**config.mk**
```make
export PLATFORM = sky130hd
export DESIGN_NAME = usb_setup_request_decoder_unit
export DESIGN_NICKNAME = d
export VERILOG_FILES = /design/src/hdl/usbsrd_pkg.sv /design/src/hdl/usbsrd_cfg_regs.sv /design/src/hdl/usbsrd_decode.sv /design/src/hdl/usb_setup_request_decoder_unit.sv
export SDC_FILE = /design/constraint.sdc
export NUM_CORES = 1
export LEC_CHECK = 0
export ABC_AREA = 0
export BUFFER_PORTS_ARGS = -buffer_cell sky130_fd_sc_hd__buf_4
export CORE_AREA = 2 2 159 161
export CTS_CLUSTER_SIZE = 12
export DETAILED_ROUTE_END_ITERATION = 16
export DIE_AREA = 0 0 161 163
export HOLD_SLACK_MARGIN = 0.12
export SYNTH_ARGS = -nofsm -noshare
export SYNTH_HDL_FRONTEND = slang
export SYNTH_SLANG_ARGS = --single-unit
export TNS_END_PERCENT = 50
```
**constraint.sdc**
```tcl
create_clock -name i_clk -period 5.57 [get_ports i_clk]
set_input_delay 0.557 -clock i_clk [delete_from_list [all_inputs] [get_ports i_clk]]
set_output_delay 0.557 -clock i_clk [all_outputs]
set_load 0.01 [all_outputs]
```
**src/hdl/usbsrd_pkg.sv**
```systemverilog
// ---------------------------------------------------------------------------
// usbsrd_pkg
// Types, request codes and register defaults shared by the SETUP decoder.
// ---------------------------------------------------------------------------
`default_nettype none

package usbsrd_pkg;

    localparam int PACKET_BYTES_DEF = 64;
    localparam int NUM_REGS         = 8;
    localparam int REG_IDX_W        = 3;

    // Configuration register indexes.
    localparam logic [REG_IDX_W-1:0] REG_DEVICE_DESC = 3'd0;
    localparam logic [REG_IDX_W-1:0] REG_CONFIG_DESC = 3'd1;
    localparam logic [REG_IDX_W-1:0] REG_LANGID      = 3'd2;
    localparam logic [REG_IDX_W-1:0] REG_MANUFACTURER = 3'd3;
    localparam logic [REG_IDX_W-1:0] REG_PRODUCT     = 3'd4;
    localparam logic [REG_IDX_W-1:0] REG_SERIAL      = 3'd5;
    localparam logic [REG_IDX_W-1:0] REG_INTERFACE   = 3'd6;
    localparam logic [REG_IDX_W-1:0] REG_QUALIFIER   = 3'd7;

    typedef logic [7:0] t_cfg_regs [NUM_REGS];

    // Reset sizes, by register index.
    function automatic logic [7:0] reg_reset_value(input logic [REG_IDX_W-1:0] idx);
        logic [7:0] v;
        case (idx)
            REG_DEVICE_DESC: v = 8'd18;
            REG_CONFIG_DESC: v = 8'd32;
            REG_LANGID:      v = 8'd4;
            REG_QUALIFIER:   v = 8'd10;
            default:         v = 8'd0;
        endcase
        return v;
    endfunction

    // Commands.
    localparam logic CMD_BUS_RESET = 1'b0;
    localparam logic CMD_SETUP     = 1'b1;

    // Request codes and types.
    localparam logic [7:0] REQ_CLEAR_FEATURE = 8'h01;
    localparam logic [7:0] REQ_SET_ADDRESS   = 8'h05;
    localparam logic [7:0] REQ_GET_DESC      = 8'h06;
    localparam logic [7:0] REQ_SET_CONFIG    = 8'h09;
    localparam logic [7:0] REQ_SET_INTERFACE = 8'h0B;
    localparam logic [7:0] REQ_MSC_RESET     = 8'hFF;
    localparam logic [7:0] REQ_GET_MAX_LUN   = 8'hFE;
    localparam logic [7:0] TYPE_CLASS_OUT    = 8'h21;
    localparam logic [7:0] TYPE_CLASS_IN     = 8'hA1;

    // Descriptor types.
    localparam logic [7:0] DESC_DEVICE    = 8'h01;
    localparam logic [7:0] DESC_CONFIG    = 8'h02;
    localparam logic [7:0] DESC_STRING    = 8'h03;
    localparam logic [7:0] DESC_QUALIFIER = 8'h06;

    // Data sources.
    localparam logic [3:0] SRC_DEVICE    = 4'd0;
    localparam logic [3:0] SRC_CONFIG    = 4'd1;
    localparam logic [3:0] SRC_LANGID    = 4'd2;
    localparam logic [3:0] SRC_QUALIFIER = 4'd7;
    localparam logic [3:0] SRC_LUN       = 4'd8;

    typedef enum logic [1:0] {
        ACT_NONE    = 2'd0,
        ACT_DATA    = 2'd1,
        ACT_ZLP     = 2'd2,
        ACT_UNKNOWN = 2'd3
    } t_action;

    typedef struct packed {
        logic       cmd;
        logic [7:0] request_type;
        logic [7:0] request_code;
        logic [7:0] value_low;
        logic [7:0] value_high;
        logic [7:0] index_low;
        logic [7:0] index_high;
        logic [7:0] length_low;
    } t_setup;

    typedef struct packed {
        t_action    action;
        logic [3:0] source_select;
        logic [7:0] byte_count;
        logic [2:0] packet_count;
        logic [6:0] last_packet_bytes;
        logic [6:0] address_out;
        logic       bulk_configure;
        logic       clear_halt;
    } t_result;

endpackage

`default_nettype wire

```
**src/hdl/usbsrd_cfg_regs.sv**
```systemverilog
// ---------------------------------------------------------------------------
// usbsrd_cfg_regs
// Descriptor size registers, written through the plain write port.
// ---------------------------------------------------------------------------
`default_nettype none

module usbsrd_cfg_regs (
    input  wire logic                           i_clk,
    input  wire logic                           i_rst_n,
    input  wire logic                           i_wr_en,
    input  wire logic [usbsrd_pkg::REG_IDX_W-1:0] i_idx,
    input  wire logic [7:0]                     i_wdata,
    output usbsrd_pkg::t_cfg_regs               o_regs
);

    usbsrd_pkg::t_cfg_regs r_regs;

    always_ff @(posedge i_clk) begin
        for (int i = 0; i < usbsrd_pkg::NUM_REGS; i++) begin
            if (!i_rst_n) begin
                r_regs[i] <= usbsrd_pkg::reg_reset_value(usbsrd_pkg::REG_IDX_W'(i));
            end else if (i_wr_en && (i_idx == usbsrd_pkg::REG_IDX_W'(i))) begin
                r_regs[i] <= i_wdata;
            end
        end
    end

    assign o_regs = r_regs;

endmodule

`default_nettype wire

```
**src/hdl/usbsrd_decode.sv**
```systemverilog
// ---------------------------------------------------------------------------
// usbsrd_decode
// Decodes one registered SETUP word into a result word and the next address.
// ---------------------------------------------------------------------------
`default_nettype none

module usbsrd_decode #(
    parameter int PACKET_BYTES = usbsrd_pkg::PACKET_BYTES_DEF
) (
    input  wire usbsrd_pkg::t_setup    i_setup,
    input  wire usbsrd_pkg::t_cfg_regs i_regs,
    input  wire logic [6:0]            i_addr,
    output usbsrd_pkg::t_result        o_result,
    output logic [6:0]                 o_addr_next
);

    localparam int MaxQ = 255 / PACKET_BYTES;
    localparam int QW   = $clog2(MaxQ + 1);

    logic       is_data;
    logic [3:0] src;
    logic [7:0] count;
    logic [7:0] str_size;
    logic [QW-1:0] quot;
    logic [7:0] rem;

    function automatic logic [7:0] min8(input logic [7:0] a, input logic [7:0] b);
        return (a < b) ? a : b;
    endfunction

    // String sizes sit at register indexes 3 to 6 for string indexes 1 to 4.
    assign str_size = i_regs[usbsrd_pkg::REG_IDX_W'(i_setup.value_low[2:0] + 3'd2)];

    always_comb begin
        is_data     = 1'b0;
        src         = 4'd0;
        count       = 8'd0;
        o_addr_next = i_addr;
        o_result    = '0;
        o_result.action = usbsrd_pkg::ACT_UNKNOWN;

        if (i_setup.cmd == usbsrd_pkg::CMD_BUS_RESET) begin
            o_addr_next     = 7'd0;
            o_result.action = usbsrd_pkg::ACT_NONE;
        end else if (i_setup.request_code == usbsrd_pkg::REQ_GET_DESC &&
                     i_setup.value_high == usbsrd_pkg::DESC_DEVICE) begin
            is_data = 1'b1;
            src     = usbsrd_pkg::SRC_DEVICE;
            count   = i_regs[usbsrd_pkg::REG_DEVICE_DESC];
        end else if (i_setup.request_code == usbsrd_pkg::REQ_SET_ADDRESS) begin
            o_addr_next     = i_setup.value_low[6:0];
            o_result.action = usbsrd_pkg::ACT_ZLP;
        end else if (i_setup.request_code == usbsrd_pkg::REQ_GET_DESC &&
                     i_setup.value_high == usbsrd_pkg::DESC_CONFIG) begin
            is_data = 1'b1;
            src     = usbsrd_pkg::SRC_CONFIG;
            count   = min8(i_setup.length_low, i_regs[usbsrd_pkg::REG_CONFIG_DESC]);
        end else if (i_setup.request_code == usbsrd_pkg::REQ_GET_DESC &&
                     i_setup.value_high == usbsrd_pkg::DESC_STRING) begin
            if (i_setup.index_low == 8'd0 && i_setup.index_high == 8'd0) begin
                is_data = 1'b1;
                src     = usbsrd_pkg::SRC_LANGID;
                count   = min8(i_setup.length_low, i_regs[usbsrd_pkg::REG_LANGID]);
            end else if (i_setup.value_low >= 8'd1 && i_setup.value_low <= 8'd4) begin
                is_data = 1'b1;
                src     = usbsrd_pkg::SRC_LANGID + i_setup.value_low[3:0];
                count   = min8(i_setup.length_low, str_size);
            end
        end else if (i_setup.request_code == usbsrd_pkg::REQ_GET_DESC &&
                     i_setup.value_high == usbsrd_pkg::DESC_QUALIFIER) begin
            is_data = 1'b1;
            src     = usbsrd_pkg::SRC_QUALIFIER;
            count   = min8(i_setup.length_low, i_regs[usbsrd_pkg::REG_QUALIFIER]);
        end else if (i_setup.request_code == usbsrd_pkg::REQ_CLEAR_FEATURE &&
                     i_setup.value_high == 8'h00 && i_setup.index_high == 8'h01) begin
            o_result.clear_halt = 1'b1;
            o_result.action     = usbsrd_pkg::ACT_NONE;
        end else if (i_setup.request_code == usbsrd_pkg::REQ_SET_CONFIG) begin
            if (i_setup.value_low == 8'h01) begin
                o_result.bulk_configure = 1'b1;
                o_result.action         = usbsrd_pkg::ACT_ZLP;
            end
        end else if (i_setup.request_code == usbsrd_pkg::REQ_SET_INTERFACE) begin
            if (i_setup.index_low == 8'h00) begin
                o_result.bulk_configure = 1'b1;
                o_result.action         = usbsrd_pkg::ACT_ZLP;
            end
        end else if (i_setup.request_type == usbsrd_pkg::TYPE_CLASS_OUT &&
                     i_setup.request_code == usbsrd_pkg::REQ_MSC_RESET) begin
            o_result.action = usbsrd_pkg::ACT_NONE;
        end else if (i_setup.request_type == usbsrd_pkg::TYPE_CLASS_IN &&
                     i_setup.request_code == usbsrd_pkg::REQ_GET_MAX_LUN) begin
            is_data = 1'b1;
            src     = usbsrd_pkg::SRC_LUN;
            count   = min8(i_setup.length_low, 8'd1);
        end

        if (is_data) begin
            if (count == 8'd0) begin
                o_result.action = usbsrd_pkg::ACT_ZLP;
            end else begin
                o_result.action            = usbsrd_pkg::ACT_DATA;
                o_result.source_select     = src;
                o_result.byte_count        = count;
                o_result.packet_count      = (int'(quot) >= 6) ? 3'd7 : 3'(int'(quot) + 1);
                o_result.last_packet_bytes = rem[6:0];
            end
        end
        if (o_result.action == usbsrd_pkg::ACT_ZLP) begin
            o_result.packet_count = 3'd1;
        end
        o_result.address_out = o_addr_next;
    end

    // Full packets before the last one: count of packet boundaries strictly
    // below the byte count, each boundary compared independently.
    always_comb begin
        quot = '0;
        for (int k = 1; k <= MaxQ; k++) begin
            if ({1'b0, count} > 9'(k * PACKET_BYTES)) begin
                quot = quot + 1'b1;
            end
        end
        rem = count - 8'(int'(quot) * PACKET_BYTES);
    end

endmodule

`default_nettype wire

```
**src/hdl/usb_setup_request_decoder_unit.sv**
```systemverilog
// ---------------------------------------------------------------------------
// usb_setup_request_decoder_unit
// Standard and class request decoder for a control endpoint: descriptor selection,
// transfer sizing, device address and bulk endpoint strobes.
// ---------------------------------------------------------------------------
//  Channel  | Handshake                  | Contents
//  ---------+----------------------------+------------------------------------
//  in       | i_in_valid / o_in_ready    | bus reset event or SETUP bytes 0-6
//  out      | o_out_valid / i_out_ready  | action, source, sizes, address
//  cfg      | i_cfg_wr_en (no wait)      | descriptor size registers 0-7
//
//  A word goes through an input register and then a result register, and one
//  word per cycle flows when the consumer keeps ready high. The decode
//  between them is one level of request matching plus the packet split
//  compares. When the result register is held, the input register still
//  takes one more word. Reset is synchronous and clears both valid flags,
//  the address and the size registers to their defaults.
// ---------------------------------------------------------------------------
`default_nettype none

module usb_setup_request_decoder_unit #(
    parameter int PACKET_BYTES = usbsrd_pkg::PACKET_BYTES_DEF
) (
    input  wire logic       i_clk,
    input  wire logic       i_rst_n,
    // Configuration write port.
    input  wire logic                             i_cfg_wr_en,
    input  wire logic [usbsrd_pkg::REG_IDX_W-1:0] i_cfg_idx,
    input  wire logic [7:0]                       i_cfg_wdata,
    // Input channel.
    input  wire logic       i_in_valid,
    output logic            o_in_ready,
    input  wire logic       i_cmd,
    input  wire logic [7:0] i_request_type,
    input  wire logic [7:0] i_request_code,
    input  wire logic [7:0] i_value_low,
    input  wire logic [7:0] i_value_high,
    input  wire logic [7:0] i_index_low,
    input  wire logic [7:0] i_index_high,
    input  wire logic [7:0] i_length_low,
    // Output channel.
    output logic            o_out_valid,
    input  wire logic       i_out_ready,
    output logic [1:0]      o_action,
    output logic [3:0]      o_source_select,
    output logic [7:0]      o_byte_count,
    output logic [2:0]      o_packet_count,
    output logic [6:0]      o_last_packet_bytes,
    output logic [6:0]      o_address_out,
    output logic            o_bulk_configure,
    output logic            o_clear_halt
);

    usbsrd_pkg::t_cfg_regs regs;
    usbsrd_pkg::t_setup    r_setup;
    usbsrd_pkg::t_result   r_res;
    usbsrd_pkg::t_result   n_res;
    logic                  r_in_vld;
    logic                  r_out_vld;
    logic [6:0]            r_addr;
    logic [6:0]            n_addr;
    logic                  advance;
    logic                  take;

    usbsrd_cfg_regs u_cfg (
        .i_clk   (i_clk),
        .i_rst_n (i_rst_n),
        .i_wr_en (i_cfg_wr_en),
        .i_idx   (i_cfg_idx),
        .i_wdata (i_cfg_wdata),
        .o_regs  (regs)
    );

    usbsrd_decode #(
        .PACKET_BYTES (PACKET_BYTES)
    ) u_dec (
        .i_setup     (r_setup),
        .i_regs      (regs),
        .i_addr      (r_addr),
        .o_result    (n_res),
        .o_addr_next (n_addr)
    );

    assign advance    = !r_out_vld || i_out_ready;
    assign o_in_ready = !r_in_vld || advance;
    assign take       = i_in_valid && o_in_ready;

    always_ff @(posedge i_clk) begin
        if (!i_rst_n) begin
            r_in_vld  <= 1'b0;
            r_out_vld <= 1'b0;
            r_addr    <= 7'd0;
        end else begin
            if (o_in_ready) begin
                r_in_vld <= i_in_valid;
            end
            if (advance) begin
                r_out_vld <= r_in_vld;
                if (r_in_vld) begin
                    r_addr <= n_addr;
                end
            end
        end
    end

    always_ff @(posedge i_clk) begin
        if (take) begin
            r_setup <= '{cmd: i_cmd, request_type: i_request_type,
                         request_code: i_request_code, value_low: i_value_low,
                         value_high: i_value_high, index_low: i_index_low,
                         index_high: i_index_high, length_low: i_length_low};
        end
        if (advance && r_in_vld) begin
            r_res <= n_res;
        end
    end

    assign o_out_valid         = r_out_vld;
    assign o_action            = r_res.action;
    assign o_source_select     = r_res.source_select;
    assign o_byte_count        = r_res.byte_count;
    assign o_packet_count      = r_res.packet_count;
    assign o_last_packet_bytes = r_res.last_packet_bytes;
    assign o_address_out       = r_res.address_out;
    assign o_bulk_configure    = r_res.bulk_configure;
    assign o_clear_halt        = r_res.clear_halt;

endmodule

`default_nettype wire

```
# Word level (Yosys, flattened, before mapping)
# Cells that the tools add are included.
[totals]
ff_bits = 163
input_bits = 73
wordCells = 181
[classes]
add_sub_neg = 6
magnitude_cmp = 11
n_eq_ne = 23
n_mux = 73
bitwise_logic = 3
n_reduce_logical = 36
[op_table]
columns = ["operator", "count"]
rows = [
  ["$mux 8", 20],
  ["$mux 4", 13],
  ["$eq 8x1->1 const B", 4],
  ["$logic_not 8->1", 4],
  ["$lt 8x8->1", 4],
  ["$mux 2", 13],
  ["$bmux 8 s3", 1],
  ["$eq 8x3->1 const B", 3],
  ["$eq 8x8->1 const B", 3],
  ["$mux 24", 1],
  ["$mux 22", 1],
  ["$mux 1", 21],
  ["$mux 7", 3],
  ["$logic_and 1x1->1", 20],
  ["$eq 8x2->1 const B", 2],
  ["$eq 8x4->1 const B", 2],
  ["$gt 8x8->1 const B", 2],
  ["$eq 3x3->1 const B", 4],
  ["$reduce_or 6->1", 2],
  ["$eq 8x6->1 const B", 1],
  ["$ge 8x1->1 const B", 1],
  ["$gt 8x7->1 const B", 1],
  ["$le 8x3->1 const B", 1],
  ["$lt 8x1->1 const B", 1],
  ["other kinds (20)", 24],
]

# Logic depth before layout (Yosys ltp)
[logic_depth]
ltp_word = 25
mapped_depth = 20

# By module
# Synthesis repeated with hierarchy kept, for this count alone.
[hier_totals]
cells_unflattened = 774
hier_area_um2 = 8496.9
[modules_own_cells]
columns = ["module", "n_inst", "cells_per_inst", "area_per_inst_um2", "seq_area_each_um2"]
rows = [
  ["usb_setup_request_decoder_unit", 1, 130, 3080.5, 2882.8],
  ["usbsrd_decode", 1, 409, 2979.1, 0.0],
  ["usbsrd_cfg_regs", 1, 235, 2437.3, 1281.2],
]

# Worst setup path after synthesis
# Ideal clock, no wire load.
[synth_path]
kind = "register to register"
startpoint = "reg r_setup[32] (netlist bit)"
endpoint = "reg r_res, in the netlist o_packet_count[1], data pin"
setup_time_ps = 255
arrival_ps = 4751
t_required_ps = 5315
path_slack_ps = 564
path_stages_with_launch = 21
path_buffers = 2
cell_sequence = "edfxtp_1 buf_4 buf_6 mux4_2 mux2i_1 ha_1 nand2_1 o211ai_1 nor3_1 nor2_1 a221o_1 o221ai_2 nand4_1 or3_1 o21ai_1 inv_1 ha_1 inv_1 xnor2_1 ha_1 and2_1"
[synth_between]
elab_chain_cells = 21
[synth_lines]
columns = ["item", "line_no", "rtl"]
rows = [
  ["start: declaration", "usb_setup_request_decoder_unit.sv:55", "usbsrd_pkg::t_setup r_setup;"],
  ["start signal: assignment", "usb_setup_request_decoder_unit.sv:108", "r_setup <= '{cmd: i_cmd, request_type: i_request_type,"],
  ["$add 3x2->3", "usbsrd_decode.sv:32", "assign str_size = i_regs[usbsrd_pkg::REG_IDX_W'(i_setup.value_low[2:0] + 3'd2)];"],
  ["$not 3->4 (implied by the code)", "usbsrd_decode.sv:32", ""],
  ["$bmux 8 s3", "usbsrd_decode.sv:32", ""],
  ["$mux 8 (implied by the code) (2 in a row)", "usbsrd_decode.sv:32", ""],
  ["$lt 8x8->1", "usbsrd_decode.sv:28", "return (a < b) ? a : b;"],
  ["$mux 8", "usbsrd_decode.sv:28", ""],
  ["$mux 8", "usbsrd_decode.sv:64", "end else if (i_setup.value_low >= 8'd1 && i_setup.value_low <= 8'd4) begin"],
  ["$mux 8", "usbsrd_decode.sv:60", "if (i_setup.index_low == 8'd0 && i_setup.index_high == 8'd0) begin"],
  ["(+4 left out)", "n/a", ""],
  ["$mux 8", "usbsrd_decode.sv:42", "if (i_setup.cmd == usbsrd_pkg::CMD_BUS_RESET) begin"],
  ["$gt 8x7->1", "usbsrd_decode.sv:120", "if ({1'b0, count} > 9'(k * PACKET_BYTES)) begin"],
  ["$mux 1", "usbsrd_decode.sv:120", ""],
  ["$add 1x1->2", "usbsrd_decode.sv:121", "quot = quot + 1'b1;"],
  ["$mux 2", "usbsrd_decode.sv:120", ""],
  ["$add 2x1->2", "usbsrd_decode.sv:121", ""],
  ["$mux 2", "usbsrd_decode.sv:120", ""],
  ["$add 2x1->3", "usbsrd_decode.sv:105", "o_result.packet_count = (int'(quot) >= 6) ? 3'd7 : 3'(int'(quot) + 1);"],
  ["end signal: assignment", "usb_setup_request_decoder_unit.sv:114", "r_res <= n_res;"],
  ["end: declaration", "usb_setup_request_decoder_unit.sv:56", "usbsrd_pkg::t_result r_res;"],
]
# Several ways; a longest one is shown, not always the timed one. The select of a mux whose other input is x is not followed.
# A chain may end at the register's enable or synchronous reset.

# Worst setup path in the final report
# Same ends and word-level chain as after synthesis.

==> impl_metrics.csv <==
group,metric,value,unit
status,status,"finished clean",
yosys,syn_avg_cell_area,9.82,um^2
power_and_ir_drop,finalPower,2.78,mW
clocking,holdBufCountCts,0,
layout,drive_gt1_frac,0.197,
detailed_routing,ant_nets,0,
clocking,clockRootBuffer,"clkbuf_16",
timing,tightest_slew,1.16,ns
worst_setup_path,worstSetupPathType,"reg -> reg",
placement,hpwlAfterDp,19500,um
clocking,cts_sinks,157,
yosys,ys_types,67,
worst_setup_path,required,5.76,ns
global_routing,grt_max_degree,74,
worst_setup_path,max_stage_delay,0.52,ns
floorplanning,dieHeight,163,um
timing,max_clock_freq,0.193,GHz
yosys,synth_area,8520,um^2
yosys,ys_warn_count,0,
power_and_ir_drop,p_leak,3.61,nW
power_and_ir_drop,power.density,271,nW/um^2
yosys,synth_top_area_frac,0.296,
placement,place_area,9640,um^2
clocking,cts_max_path_buffers,2,
placement,port_buffers,107,
detailed_routing,dr.pass1.iters,5,
timing,whs,0.291,ns
layout,antenna_cells,0,
worst_setup_path,crit_arrival,5.37,ns
layout,final_area,10300,um^2
clocking,htreeDepth,4,
yosys,yosysMostFrequentCell,"nand2_1",
yosys,synth_edf_count,84,
layout,syn2layout_area_growth,20.4,%
timing,fin_crit_sh,0.931,
global_routing,overflow,0,
yosys,synth-main-ff-cell,"edfxtp_1",
detailed_routing,drt-wirelength-per-cell,19.7,um
detailed_routing,drcViolationCount,0,
yosys,async_flop_share,0,
yosys,yosysTopAreaCell,"edfxtp_1",
timing,period_needed,5.18,ns
timing,skew,0.0107,ns
timing,setup_viol,0,
global_routing,grt_usage,0.197,
clocking,tritoncts,"yes",
job,max-cap-violations,0,
floorplanning,core-area,24700,um^2
placement,gp_congestion,0.922,
worst_setup_path,crit_top_cell,"ha_1",
timing,final_hold_viol_count,0,
detailed_routing,viasPerCell,5.39,
worst_setup_path,cpMaxStageDelayCell,"mux4_2",
worst_setup_path,critPathMaxFanout,21,
floorplanning,die_width,161,um
layout,final_nets,1070,
clocking,cts_resized,0,
yosys,synthesis.nets,972,
yosys,yosys-top-cells-area,"edfxtp_1, dfxtp_1, nand2_1",
yosys,synth-seq-cells,157,
worst_setup_path,critPathLaunchType,"flop",
clocking,cts.clk_slew.worst_paths,0.07,ns
global_routing,grt_first_pass_wirelength,39500,um
power_and_ir_drop,vdd_drop_max,0.000245,V
hold_path,hold_class,"in -> reg",
floorplanning,dieArea,26200,um^2
detailed_routing,wirelength,25700,um
clocking,postCtsSetupBuffers,0,
detailed_routing,vias,7054,
timing,grt_setup_unrepaired,"no",
global_routing,antenna_found_initial,1,
yosys,synthCells,867,
floorplanning,ios,108,
yosys,ys_seq_area_frac,0.468,
clocking,worstSkewPairLatency,0.44,ns
worst_setup_path,cp-end-kind,"flop",
detailed_routing,drt_iter0_markers,543,
floorplanning,initial_core_util,0.345,
floorplanning,num_rows,58,
clocking,cts_buffers,17,
timing,maxSlewHeadroom,0.218,
timing,tns,0,ns
global_routing,first_global_vias,6734,
worst_setup_path,cp_cell_sequence,"buf_12 > mux4_2 > mux2i_1 > ha_1 > a21oi_1 > o211ai_1 > buf_4 > a21oi_1 > nor2_1 > a221o_1 > o221ai_2 > nand4_1 > or3_1 > o21ai_1 > inv_1 > ha_1 > inv_1 > xnor2_1 > ha_1 > and2_1",
timing,drv_slew,0,
yosys,synth_common_cells,"nand2_1, edfxtp_1, dfxtp_1, a21boi_0, o21ai_0",
## flip-flops by register name, indices dropped and copies added (netlist names), 2 cells and up
name / flops
u_cfg.o_regs: 64
o_source_select: 4
r_setup: 57
o_byte_count: 8
o_action: 2
o_packet_count: 3
r_addr: 7
o_address_out: 7
## final cells by class
class                           instances  area, um^2
Fill cell                            2441       14400
Multi-Input combinational cell        635        4220
Timing Repair Buffer                  119         906
Sequential cell                       157        3980
Clock inverter                         15         178
Tap cell                              330         413
Clock buffer                           17         425
Inverter                               35         131
## routing by layer
metal  vias up  routed length [um]  track usage
li1       3383                   -            -
met1      3368               12200        0.278
met2       265               11500        0.305
met3        38                1430       0.0359
met4         0                 597       0.0674
met5         -                   0            0
## through the flow
step	setup slack (ns)	std cells	util
finish	0.386	1308	0.416
global route	0.0251	1308	0.416
CTS	0.192	1308	0.415
detailed placement	0.207	1276	0.391
global placement	0.336	1276	0.391
floorplan	0.564	867	-
## power by group
part	switching [mW]	leakage [nW]	total [mW]	internal, mW
registers	0.0422	1.39	1.31	1.27
clock network	0.530	0.280	1.20	0.674
logic	0.149	1.94	0.268	0.119
## cell families after synthesis
family,synth area share
buffers and inverters,0.0386
muxes,0.0718
and+or+nand+nor,0.200
adders and majority gates,0.0470
DFF,0.468
xor gates and xnor gates,0.00103
AOI/OAI and AO/OA,0.173
## placed cells by master, fill, tap and decap left out, types with 24 or more instances in the layout
cell        n
ha_1       32
buf_4     118
a21oi_1    34
edfxtp_1   84
nor2_1     36
nand2_1   164
mux2i_1    24
inv_1      34
dfxtp_1    73
a21boi_0   59
o21ai_0    36
## critical path: cells and delay by family (launching register included)
family	cells	cell delay [ns]
AO/OA/AOI/OAI	6	1.32
flip-flops	1	0.38
AND/OR/NAND/NOR	4	0.95
adder cells (fa/ha/maj)	3	0.81
XOR/XNOR	1	0.14
multiplexers	2	0.75
buffers and inverters	4	0.59
## worst paths after layout
| check | startpoint | to | slack (ns) | depth (start not counted) |
|---|---|---|---|---|
| setup / recovery | r_setup[32]$_DFFE_PP_ | o_packet_count[1]$_SDFFCE_PP0P_ | 0.39 | 20 |
| hold / removal | i_request_code[5] | r_setup[45]$_DFFE_PP_ | 0.29 | 1 |
| setup reg to reg | r_setup[32]$_DFFE_PP_ | o_packet_count[1]$_SDFFCE_PP0P_ | 0.39 | 20 |
| hold reg to reg | u_cfg.o_regs[16]$_SDFFE_PN0P_ | u_cfg.o_regs[16]$_SDFFE_PN0P_ | 0.47 | 2 |
No activity file was read; power rests on OpenSTA's default activity.
